## config.mk

```make
export PLATFORM = sky130hd
export DESIGN_NAME = exchange_sort_small_array
export DESIGN_NICKNAME = d
export VERILOG_FILES = /design/src/hdl/esa_pkg.sv /design/src/hdl/exchange_sort_small_array.sv /design/src/hdl/esa_store.sv /design/src/hdl/esa_seq.sv
export SDC_FILE = /design/constraint.sdc
export NUM_CORES = 1
export LEC_CHECK = 0
export BUFFER_PORTS_ARGS = -buffer_cell sky130_fd_sc_hd__buf_2
export CORE_UTILIZATION = 55
export CTS_BUF_LIST = sky130_fd_sc_hd__clkbuf_8
export DETAILED_ROUTE_END_ITERATION = 10
export GPL_TIMING_DRIVEN = 0
export PLACE_DENSITY_LB_ADDON = 0.12
export SLEW_MARGIN = 0
export SYNTH_ARGS = -nofsm -noshare
export SYNTH_HDL_FRONTEND = slang
export SYNTH_HIERARCHICAL = 1
export SYNTH_SLANG_ARGS = --single-unit
```

## constraint.sdc

```tcl
create_clock -name clk -period 10 [get_ports clk]
set_input_delay 1.5 -clock clk [delete_from_list [all_inputs] [get_ports clk]]
set_output_delay 1.5 -clock clk [all_outputs]
set_load 0.005 [all_outputs]
```

## src/hdl/esa_pkg.sv

```systemverilog
// Shared types and constants for the exchange sort block.
package esa_pkg;

  // Set capacity and derived widths
  localparam int CAPACITY = 8;
  localparam int AW       = (CAPACITY > 1) ? $clog2(CAPACITY) : 1;
  localparam int CW       = $clog2(CAPACITY + 1);
  localparam int DW       = 16;

  // Input transaction
  typedef struct packed {
    logic signed [DW-1:0] value;
    logic                 final_item;
  } in_item_t;

  // Result transaction
  typedef struct packed {
    logic signed [DW-1:0] sorted_value;
    logic                 end_of_run;
  } out_item_t;

  // Element store access, one write and one read port
  typedef struct packed {
    logic                 we;
    logic [AW-1:0]        waddr;
    logic signed [DW-1:0] wdata;
    logic [AW-1:0]        raddr;
  } mem_req_t;

  // Emit control from the sequencer to the output register
  typedef struct packed {
    logic load;
    logic last;
  } emit_t;

  // Sequencer states, one-hot
  typedef enum logic [6:0] {
    S_LOAD = 7'b0000001,
    S_RDA  = 7'b0000010,
    S_RDB  = 7'b0000100,
    S_CMP  = 7'b0001000,
    S_WRA  = 7'b0010000,
    S_ERD  = 7'b0100000,
    S_EMT  = 7'b1000000
  } state_t;

endpackage

```

## src/hdl/exchange_sort_small_array.sv

```systemverilog
// Load: an item is taken whenever in_valid is high in the load state. Sort: one pass per
// position but the last, each comparing the held element with every later one, paced by
// the single compare/swap unit and one store read per cycle. Emit: a first store read, then
// one result per cycle while the output register is free. One set at a time: input stalls.
// Reset (rst_n low, synchronous): sequencer returns to loading, count cleared, output empty.
// Store contents are not cleared; only entries written in the current set are read.
module exchange_sort_small_array (
  input  logic               clk,
  input  logic               rst_n,
  input  logic               in_valid,
  input  esa_pkg::in_item_t  in_data,
  output logic               in_stall,
  output logic               out_valid,
  input  logic               out_stall,
  output esa_pkg::out_item_t out_data
);

  esa_pkg::mem_req_t             req;
  esa_pkg::emit_t                emit;
  logic signed [esa_pkg::DW-1:0] rdata;
  logic                          out_free;
  logic                          out_valid_r;
  esa_pkg::out_item_t            out_data_r;

  // Output register is free when empty or being taken this cycle
  assign out_free = !out_valid_r || !out_stall;

  esa_seq u_seq (
    .clk      (clk),
    .rst_n    (rst_n),
    .in_valid (in_valid),
    .in_data  (in_data),
    .in_stall (in_stall),
    .out_free (out_free),
    .rdata    (rdata),
    .req      (req),
    .emit     (emit)
  );

  esa_store u_store (
    .clk   (clk),
    .req   (req),
    .rdata (rdata)
  );

  // Output valid
  always_ff @(posedge clk) begin
    if (!rst_n) begin
      out_valid_r <= 1'b0;
    end else if (emit.load) begin
      out_valid_r <= 1'b1;
    end else if (!out_stall) begin
      out_valid_r <= 1'b0;
    end
  end

  // Output payload; store read data is valid whenever the load strobe is high
  always_ff @(posedge clk) begin
    if (emit.load) begin
      out_data_r.sorted_value <= rdata;
      out_data_r.end_of_run   <= emit.last;
    end
  end

  assign out_valid = out_valid_r;
  assign out_data  = out_data_r;

endmodule

```

## src/hdl/esa_store.sv

```systemverilog
// Element store: single write port, single registered read port.
module esa_store (
  input  logic                          clk,
  input  esa_pkg::mem_req_t             req,
  output logic signed [esa_pkg::DW-1:0] rdata
);

  logic signed [esa_pkg::DW-1:0] mem [esa_pkg::CAPACITY];
  logic signed [esa_pkg::DW-1:0] rdata_r;

  // Write and registered read
  always_ff @(posedge clk) begin
    if (req.we) begin
      mem[req.waddr] <= req.wdata;
    end
    rdata_r <= mem[req.raddr];
  end

  assign rdata = rdata_r;

endmodule

```

## src/hdl/esa_seq.sv

```systemverilog
// Sequencer and shared compare/swap unit for load, sort and emit.
module esa_seq (
  input  logic                          clk,
  input  logic                          rst_n,
  input  logic                          in_valid,
  input  esa_pkg::in_item_t             in_data,
  output logic                          in_stall,
  input  logic                          out_free,
  input  logic signed [esa_pkg::DW-1:0] rdata,
  output esa_pkg::mem_req_t             req,
  output esa_pkg::emit_t                emit
);

  esa_pkg::state_t               state_r, state_nxt;
  logic [esa_pkg::CW-1:0]        cnt_r, cnt_nxt;
  logic [esa_pkg::CW-1:0]        n_r, n_nxt;
  logic [esa_pkg::AW-1:0]        a_r, a_nxt;
  logic [esa_pkg::AW-1:0]        b_r, b_nxt;
  logic [esa_pkg::AW-1:0]        k_r, k_nxt;
  logic signed [esa_pkg::DW-1:0] cur_r, cur_nxt;

  logic                   in_acc;
  logic [esa_pkg::CW-1:0] cnt_inc;
  logic                   set_end;
  logic                   swap;
  logic                   b_last;
  logic                   a_last;
  logic                   k_last;

  assign in_stall = (state_r != esa_pkg::S_LOAD);
  assign in_acc   = in_valid && !in_stall;
  assign cnt_inc  = cnt_r + 1'b1;
  assign set_end  = in_data.final_item || (cnt_inc == esa_pkg::CW'(esa_pkg::CAPACITY));

  // Shared comparator: held element against the one just read
  assign swap   = (cur_r > rdata);
  assign b_last = ({1'b0, b_r} == (n_r - 1'b1));
  assign a_last = (({1'b0, a_r} + esa_pkg::CW'(2)) == n_r);
  assign k_last = ({1'b0, k_r} == (n_r - 1'b1));

  // Next-state and store access
  always_comb begin
    state_nxt  = state_r;
    cnt_nxt    = cnt_r;
    n_nxt      = n_r;
    a_nxt      = a_r;
    b_nxt      = b_r;
    k_nxt      = k_r;
    cur_nxt    = cur_r;
    req.we     = 1'b0;
    req.waddr  = a_r;
    req.wdata  = cur_r;
    req.raddr  = a_r;
    emit.load  = 1'b0;
    emit.last  = 1'b0;
    case (state_r)
      esa_pkg::S_LOAD: begin
        if (in_acc) begin
          req.we    = 1'b1;
          req.waddr = cnt_r[esa_pkg::AW-1:0];
          req.wdata = in_data.value;
          if (set_end) begin
            n_nxt   = cnt_inc;
            cnt_nxt = '0;
            a_nxt   = '0;
            k_nxt   = '0;
            state_nxt = (cnt_inc == esa_pkg::CW'(1)) ? esa_pkg::S_ERD : esa_pkg::S_RDA;
          end else begin
            cnt_nxt = cnt_inc;
          end
        end
      end
      esa_pkg::S_RDA: begin
        req.raddr = a_r;
        b_nxt     = a_r + 1'b1;
        state_nxt = esa_pkg::S_RDB;
      end
      esa_pkg::S_RDB: begin
        req.raddr = b_r;
        cur_nxt   = rdata;
        state_nxt = esa_pkg::S_CMP;
      end
      esa_pkg::S_CMP: begin
        // rdata holds element b; the read of b+1 is already under way
        req.raddr = b_r + 1'b1;
        if (swap) begin
          req.we    = 1'b1;
          req.waddr = b_r;
          req.wdata = cur_r;
          cur_nxt   = rdata;
        end
        if (b_last) begin
          state_nxt = esa_pkg::S_WRA;
        end else begin
          b_nxt = b_r + 1'b1;
        end
      end
      esa_pkg::S_WRA: begin
        // Position a now holds its final value
        req.we    = 1'b1;
        req.waddr = a_r;
        req.wdata = cur_r;
        if (a_last) begin
          k_nxt     = '0;
          state_nxt = esa_pkg::S_ERD;
        end else begin
          a_nxt     = a_r + 1'b1;
          state_nxt = esa_pkg::S_RDA;
        end
      end
      esa_pkg::S_ERD: begin
        // Issue read of the first element; data is back next cycle
        req.raddr = k_r;
        state_nxt = esa_pkg::S_EMT;
      end
      esa_pkg::S_EMT: begin
        // rdata holds element k; address held while the output is busy
        req.raddr = k_r;
        if (out_free) begin
          emit.load = 1'b1;
          emit.last = k_last;
          if (k_last) begin
            state_nxt = esa_pkg::S_LOAD;
          end else begin
            k_nxt     = k_r + 1'b1;
            req.raddr = k_r + 1'b1;
          end
        end
      end
      default: begin
        state_nxt = esa_pkg::S_LOAD;
      end
    endcase
  end

  // Control registers
  always_ff @(posedge clk) begin
    if (!rst_n) begin
      state_r <= esa_pkg::S_LOAD;
      cnt_r   <= '0;
      n_r     <= '0;
      a_r     <= '0;
      b_r     <= '0;
      k_r     <= '0;
    end else begin
      state_r <= state_nxt;
      cnt_r   <= cnt_nxt;
      n_r     <= n_nxt;
      a_r     <= a_nxt;
      b_r     <= b_nxt;
      k_r     <= k_nxt;
    end
  end

  // Held element of the current pass
  always_ff @(posedge clk) begin
    cur_r <= cur_nxt;
  end

  // Inner index always runs ahead of the outer one
  a_cmp_order: assert property (@(posedge clk) disable iff (!rst_n)
    (state_r == esa_pkg::S_CMP) |-> (b_r > a_r))
    else $error("compare index not beyond pass index");

  // Load count is idle outside the load phase
  a_cnt_idle: assert property (@(posedge clk) disable iff (!rst_n)
    (state_r != esa_pkg::S_LOAD) |-> (cnt_r == '0))
    else $error("load count nonzero during sort or emit");

  // A set being sorted or emitted is never empty
  a_n_nonzero: assert property (@(posedge clk) disable iff (!rst_n)
    (state_r != esa_pkg::S_LOAD) |-> (n_r != '0))
    else $error("empty set outside load phase");

  // After the last result the block returns to loading
  a_last_done: assert property (@(posedge clk) disable iff (!rst_n)
    (emit.load && emit.last) |=> (state_r == esa_pkg::S_LOAD))
    else $error("sequencer did not return to load after last result");

endmodule

```

==> results.cfg, run 1 <==
[timing]
tightest_slew_ns = 1.21
fin_crit_sh_pct = 38.7
setup_slack_ns = 6.13
hold_viol = 0
setup_viol = 0
tns_ns = 0
max_clock_freq_mhz = 258
period_minus_slack_ns = 3.87
drv_slew = 0
fin_skew_ns = 0.0151
slew-limit-headroom_pct = 19.1
rsz0062_at_grt = no

[clock_tree]
cts_max_path_buffers = 3
post_cts_buffers = 0
cts_tree = yes
post_cts_resized = 0
clk_pin_slew_worst_paths_ns = 0.06
cts_root_buf = clkbuf_8
cts_hold_buf = 0
clk_latency_ns = 0.50
clock_sinks = 202
numCtsBuffers = 34
cts-htree-levels = 2

[layout]
area.growth.synth_to_final_pct = 14.5
antennaDiodeCount = 0
drive_gt1_share_pct = 23.3
layout.nets = 709
final_util_pct = 65.4
seqCellArea_um2 = 5660
multi_input_area_um2 = 2940
num-fill-cells = 1142

[logic_synthesis]
synth_compound_area_share_pct = 5.87
ys_warn_count = 6
synth_top_family_by_area = multiplexers
synthSimpleGateAreaFrac_pct = 10.0
postSynthRegisterBits = 202
synth-xor-area-share_pct = 2.07
synth_mux_area_share_pct = 11.9
synthCells = 581
synth_edf_count = 161
synthFlopType = edfxtp_1
netlist_area_um2 = 8780
synth_fp_nets = 625
synth.distinct_cells = 78
synth_fa_ha_area_share_pct = 3.28
syn_avg_cell_area_um2 = 15.1
yosysSeqAreaShare_pct = 64.4
async_flop_share_pct = 0

[floorplanning]
start_util_pct = 57.1
num_rows = 45
core_area_um2 = 15400
die_w_um = 128
die_area_um2 = 16500
die_h_um = 128
ios = 40

[power_and_ir_drop]
total_power_mw = 2.46
power_density_nw_per_um2 = 245
ir_drop_mv = 0.145
leakage_nw = 3.72

[grt]
antenna_found_initial = 0
grt_pass1_wl_um = 29100
grt_max_degree = 20
grt_pass1_vias = 5171
grtUsageMet1_pct = 33.4
grt_overflow_total = 0
use_met2_pct = 40.7
track_usage_pct = 24.6
busiest_layer = met2
grt_util_met3_pct = 4.07

[placed_design]
place_ws_ns = 5.99
globalplace.congestion = 0.827
io_buffers = 39
place_hpwl_um = 12500

[setup_path]
critPathKind = flop to flop
cp_data_required_time_ns = 10.20
critical_path.startpoint_type = flop
cp-end-kind = flop
arrival_ns = 4.07
path_max_fanout = 10

[routing]
drc = 0
detail_route.iter0.violations = 372
drt_pass1_iterations = 5
routedWlPerCell_um = 21.3
wl_um = 19200
viasPerCell = 5.78
via_count = 5206
ant_nets = 0

[min_path]
hold_path_class = flop to flop

[flow_run]
maxCapViolations = 0

[run_status]
status = complete, no violations
-- critical path, cell delays in order (launching register included) --
cell,delay (ns)
edfxtp_1,0.42
ha_1,0.33
a21oi_1,0.16
o21a_1,0.15
o311ai_1,0.08
a211oi_1,0.31
mux2_4,0.39
a21oi_1,0.15
a2bb2oi_1,0.42
nand2_1,0.19
nor2_2,0.68
buf_6,0.26
-- per-layer routing --
metal  vias up  share of wire [%]  wire length, um
met5         -                  0                0
met1      2582                 43             8190
met2       178                 49             9480
met4         0                2.3              434
li1       2411                  -                -
met3        35                5.5             1060
-- worst paths after layout --
kind,start,to,slack (ns),cells after the start
setup / recovery,u_seq/cur_r[7]$_DFFE_PP_,u_store/mem[3][3]$_DFFE_PP_,6.13,11
hold / removal,u_store/rdata[14]$_DFF_P_,u_seq/cur_r[14]$_DFFE_PP_,0.46,0
setup reg to reg,u_seq/cur_r[7]$_DFFE_PP_,u_store/mem[3][3]$_DFFE_PP_,6.13,11
hold reg to reg,u_store/rdata[14]$_DFF_P_,u_seq/cur_r[14]$_DFFE_PP_,0.46,0
-- metrics by stage --
| stage | cells | area (um2) | hold WS (ns) |
|---|---|---|---|
| 5_1_grt | 901 | 10100 | 0.477 |
| 2_1_floorplan | 581 | 8780 | 0.426 |
| 3_3_place_gp | 831 | 9240 | 0.440 |
| 6_report | 901 | 10100 | 0.461 |
| 4_1_cts | 901 | 10100 | 0.459 |
| 3_5_place_dp | 840 | 9390 | 0.445 |
-- synth_stat cells, types with 4 or more instances --
library cell	count	area share (%)
edfxtp_1	161	55
nand2_1	67	2.9
dfxtp_1	41	9.4
mux4_1	28	8.4
nor2_1	26	1.1
inv_1	24	1.0
a21oi_1	23	1.3
ha_1	23	3.3
mux2_2	16	2.1
o21ai_0	15	0.86
nand3_1	12	0.68
xnor2_1	11	1.1
and2_1	8	0.57
nor3_1	7	0.40
xor2_1	7	0.70
nor2b_1	6	0.43
clkbuf_1	5	0.21
nand4_1	5	0.36
buf_1	4	0.17
buf_2	4	0.23
buf_6	4	0.51
mux4_2	4	1.0
o21a_1	4	0.34
-- layout by cell type (no fill, tap or decap), types with 3 or more instances in the layout --
master / synthesis / routed
nand2b_1: 3 / 3
dfxtp_1: 41 / 41
nand2_1: 67 / 67
nand3_1: 12 / 12
nand2_2: 3 / 3
mux2_2: 16 / 16
xor2_1: 7 / 7
clkbuf_1: 5 / 5
nor2b_1: 6 / 6
mux4_2: 4 / 4
and3_1: 3 / 3
clkbuf_8: 0 / 40
ha_1: 23 / 23
clkinv_2: 0 / 5
buf_6: 4 / 8
edfxtp_1: 161 / 161
o21ai_0: 15 / 14
buf_2: 4 / 43
clkinv_1: 0 / 3
inv_1: 24 / 35
buf_8: 0 / 5
nor2_1: 26 / 20
nor3_1: 7 / 5
a21oi_1: 23 / 23
nor3_2: 1 / 3
o21a_1: 4 / 4
and2_1: 8 / 8
xnor2_1: 11 / 11
buf_1: 4 / 4
mux4_1: 28 / 28
nor2_2: 1 / 7
a21boi_1: 3 / 3
nand4_1: 5 / 5
or3_1: 3 / 3
-- registers in the layout, indices dropped and copies added (netlist names) --
| register | count |
|---|---|
| out_data | 17 |
| out_valid | 1 |
| u_seq/a_r | 3 |
| u_seq/b_r | 3 |
| u_seq/cnt_r | 4 |
| u_seq/cur_r | 16 |
| u_seq/k_r | 3 |
| u_seq/n_r | 4 |
| u_seq/state_r | 7 |
| u_store/mem | 128 |
| u_store/rdata | 16 |
-- cell families (layout without fill, tap and decap cells) --
logic type,after synthesis,after routing
flops,202,202
fa+ha+maj,23,23
simple gates,166,166
buf+inv,45,154
mux,51,51
xor+xnor,19,19
compound gates,75,75
-- power breakdown --
part	internal, mW	total [mW]	switching (mW)
Sequential	1.09	1.15	0.0534
Combinational	0.238	0.606	0.368
Clock	0.390	0.705	0.314
Total	1.72	2.46	0.736
-- area by class of cell --
cell class / count / share of cell area, %
Multi-Input combinational cell: 334 / 29.2
Tap cell: 211 / 2.63
Inverter: 25 / 0.958
Buffer: 20 / 1.18
Sequential cell: 202 / 56.3
Timing Repair Buffer: 48 / 3.14
Clock inverter: 21 / 1.15
Clock buffer: 40 / 5.48
Note: power is estimated with default switching activity, not from simulation.
==> run 2, diff against run 1 <==
--- a/config.mk
+++ b/config.mk
@@ -5,6 +5,7 @@
 export SDC_FILE = /design/constraint.sdc
 export NUM_CORES = 1
 export LEC_CHECK = 0
+export ABC_AREA = 1
 export BUFFER_PORTS_ARGS = -buffer_cell sky130_fd_sc_hd__buf_2
 export CORE_UTILIZATION = 55
 export CTS_BUF_LIST = sky130_fd_sc_hd__clkbuf_8
==> constraint.sdc (replaced) <==
create_clock -name clk -period 3.3 [get_ports clk]
set_input_delay 0.495 -clock clk [delete_from_list [all_inputs] [get_ports clk]]
set_output_delay 0.495 -clock clk [all_outputs]
set_load 0.005 [all_outputs]
==> results.cfg, run 2 <==
[layout]
num-fill-cells = 1368
multi_input_area_um2 = 2860
largest_reg_flops = 128
final_common_cell = nand2_1
layout.cells.non_filler = 1324
regMostFlops = u_store/mem
antennaDiodeCount = 0
drive_gt1_share_pct = 16.3
seqCellArea_um2 = 5660
final_util_pct = 64.5
area.growth.synth_to_final_pct = 14.1
layout_common_cells = nand2_1, inv_1, edfxtp_1
layout.nets = 1123
final_cell_area_um2 = 10700

[logic_synthesis]
synth_compound_area_share_pct = 3.79
synth_fp_nets = 1037
synthFlopType = edfxtp_1
synth.distinct_cells = 44
synth-xor-area-share_pct = 1.36
yosysSeqAreaShare_pct = 60.1
synth_top_cell_by_area = edfxtp_1
yosysTopAreaCellShare_pct = 51.4
synth_edf_count = 161
ys_warn_count = 6
netlist_area_um2 = 9410
synthCells = 993
ys_top_cells_by_count = nand2_1, inv_1, edfxtp_1
synth_fa_ha_area_share_pct = 3.06
synthSimpleGateAreaFrac_pct = 21.7
postSynthRegisterBits = 202
async_flop_share_pct = 0
syn_avg_cell_area_um2 = 9.47
ys_top_cells_by_area = edfxtp_1, nand2_1, dfxtp_1, inv_1, nand3_1
synth_top_family_by_area = simple AND/OR/NAND/NOR gates
synth_mux_area_share_pct = 0
yosysMostFrequentCell = nand2_1

[setup_path]
arrival_ns = 3.30
path_max_fanout = 11
critPathKind = flop to flop
cp-end-kind = flop
critical_path.startpoint_type = flop
cp_data_required_time_ns = 3.51

[routing]
wl_um = 21000
drt_pass1_iterations = 5
routedWlPerCell_um = 15.9
ant_nets = 0
via_count = 6653
drc = 0
detail_route.iter0.violations = 472
viasPerCell = 5.02

[placed_design]
io_buffers = 39
place_hpwl_um = 14800
globalplace.congestion = 0.882
place_inst = 1261
post_dp_cell_area_um2 = 10100

[power_and_ir_drop]
power_density_nw_per_um2 = 822
leakage_nw = 4.94
ir_drop_mv = 0.451
total_power_mw = 8.83

[grt]
antenna_found_initial = 0
track_usage_pct = 25.1
grt_pass1_wl_um = 33400
grt_overflow_total = 0
grt_pass1_vias = 6519
grt_max_degree = 17

[timing]
hold_viol = 0
setup_viol = 0
slew-limit-headroom_pct = 38.2
hold_slack_ns = 0.254
period_minus_slack_ns = 3.09
max_clock_freq_mhz = 324
fin_crit_sh_pct = 93.6
rsz0062_at_grt = yes
tightest_slew_ns = 0.918
drv_slew = 0
fin_skew_ns = 0.0160

[floorplanning]
num_rows = 47
die_w_um = 133
ios = 40
die_h_um = 133
start_util_pct = 56.5
die_area_um2 = 17600
core_area_um2 = 16600

[clock_tree]
cts_hold_buf = 0
numCtsBuffers = 36
cts_root_buf = clkbuf_8
cts-htree-levels = 2
cts_tree = yes
clk_pin_slew_worst_paths_ns = 0.06
cts_max_path_buffers = 3
clock_sinks = 202
clk_latency_ns = 0.52

[min_path]
hold_path_class = primary input to flop

[flow_run]
maxCapViolations = 0

[run_status]
status = complete, no violations
==> run 2: changes by cell type after synthesis, sizes merged, moves of 6 or more <==
cell / change
nand3: +71
inv: +171
o21ai: +6
mux2: -17
nand2: +255
buf: +14
nor2b: -6
nor2: +10
and2: -8
mux4: -32
==> run 2: what timing repair did <==
| item | CTS | global route |
|---|---|---|
| setup buffers | 0 | 0 |
| resized for setup | 0 | 5 |
| endpoints found under the setup margin | 0 | 26 |
==> run 2: final cells by class <==
type                    instances  share of cell area (%)
clock buffers                  40                    5.13
flip-flops and latches        202                    52.7
clock inverters                23                   0.898
repair buffers                 48                    3.31
plain buffers                  29                    1.89
inverters                     196                    6.86
multi-input cells             566                    26.7
well taps                     220                    2.57
==> run 2: stage by stage <==
stage	setup TNS [ns]	setup slack [ns]
2_1_floorplan	0	0.462
3_3_place_gp	-50.95	-0.485
3_5_place_dp	0	0.227
4_1_cts	0	0.198
5_1_grt	-0.231	-0.0258
6_report	0	0.211
==> run 2: worst paths after layout <==
kind                        startpoint                           to  slack [ns]  depth (start not counted)
min reg2reg  u_store/rdata[11]$_DFF_P_    u_seq/cur_r[11]$_DFFE_PP_        0.46                          0
max reg2reg  u_store/rdata[15]$_DFF_P_  u_store/mem[0][7]$_DFFE_PP_        0.21                         13
max          u_store/rdata[15]$_DFF_P_  u_store/mem[0][7]$_DFFE_PP_        0.21                         13
min                              rst_n       out_valid$_SDFFE_PN0P_        0.25                          3
==> run 2: kinds of logic after synthesis <==
| kind of cell | count (synthesis) |
|---|---|
| AOI/OAI and AO/OA | 62 |
| xor gates and xnor gates | 12 |
| adders and majority gates | 23 |
| buffers and inverters | 225 |
| DFF | 202 |
| and+or+nand+nor | 469 |
==> run 2: critical path, cell delays in order, from the launching register on <==
cell and delay [ns]:
dfxtp_1 0.37, inv_1 0.06, ha_1 0.33, nand2_1 0.10
nor3_1 0.34, nand2_1 0.13, nand3_1 0.14, nand3_1 0.17
o21ai_0 0.19, o21ai_1 0.12, inv_1 0.09, nand2_1 0.12
nor2_2 0.38, buf_8 0.23
==> run 2: metal layers <==
layer / GRT usage, % / routed length (um) / part of all wire [%] / up-vias
li1: - / - / - / 3348
met1: 32.4 / 9060 / 43 / 3037
met2: 41.8 / 10100 / 48 / 214
met3: 3.75 / 1230 / 5.8 / 54
met4: 11.4 / 653 / 3.1 / 0
met5: 0 / 0 / 0 / -
==> run 2: report_power, final <==
part,total [mW],switching [mW],internal [mW],leakage (nW)
combinational,3.17,2.17,0.999,2.76
sequential,3.57,0.193,3.38,1.80
clock,2.08,0.974,1.11,0.385
total,8.83,3.34,5.49,4.94
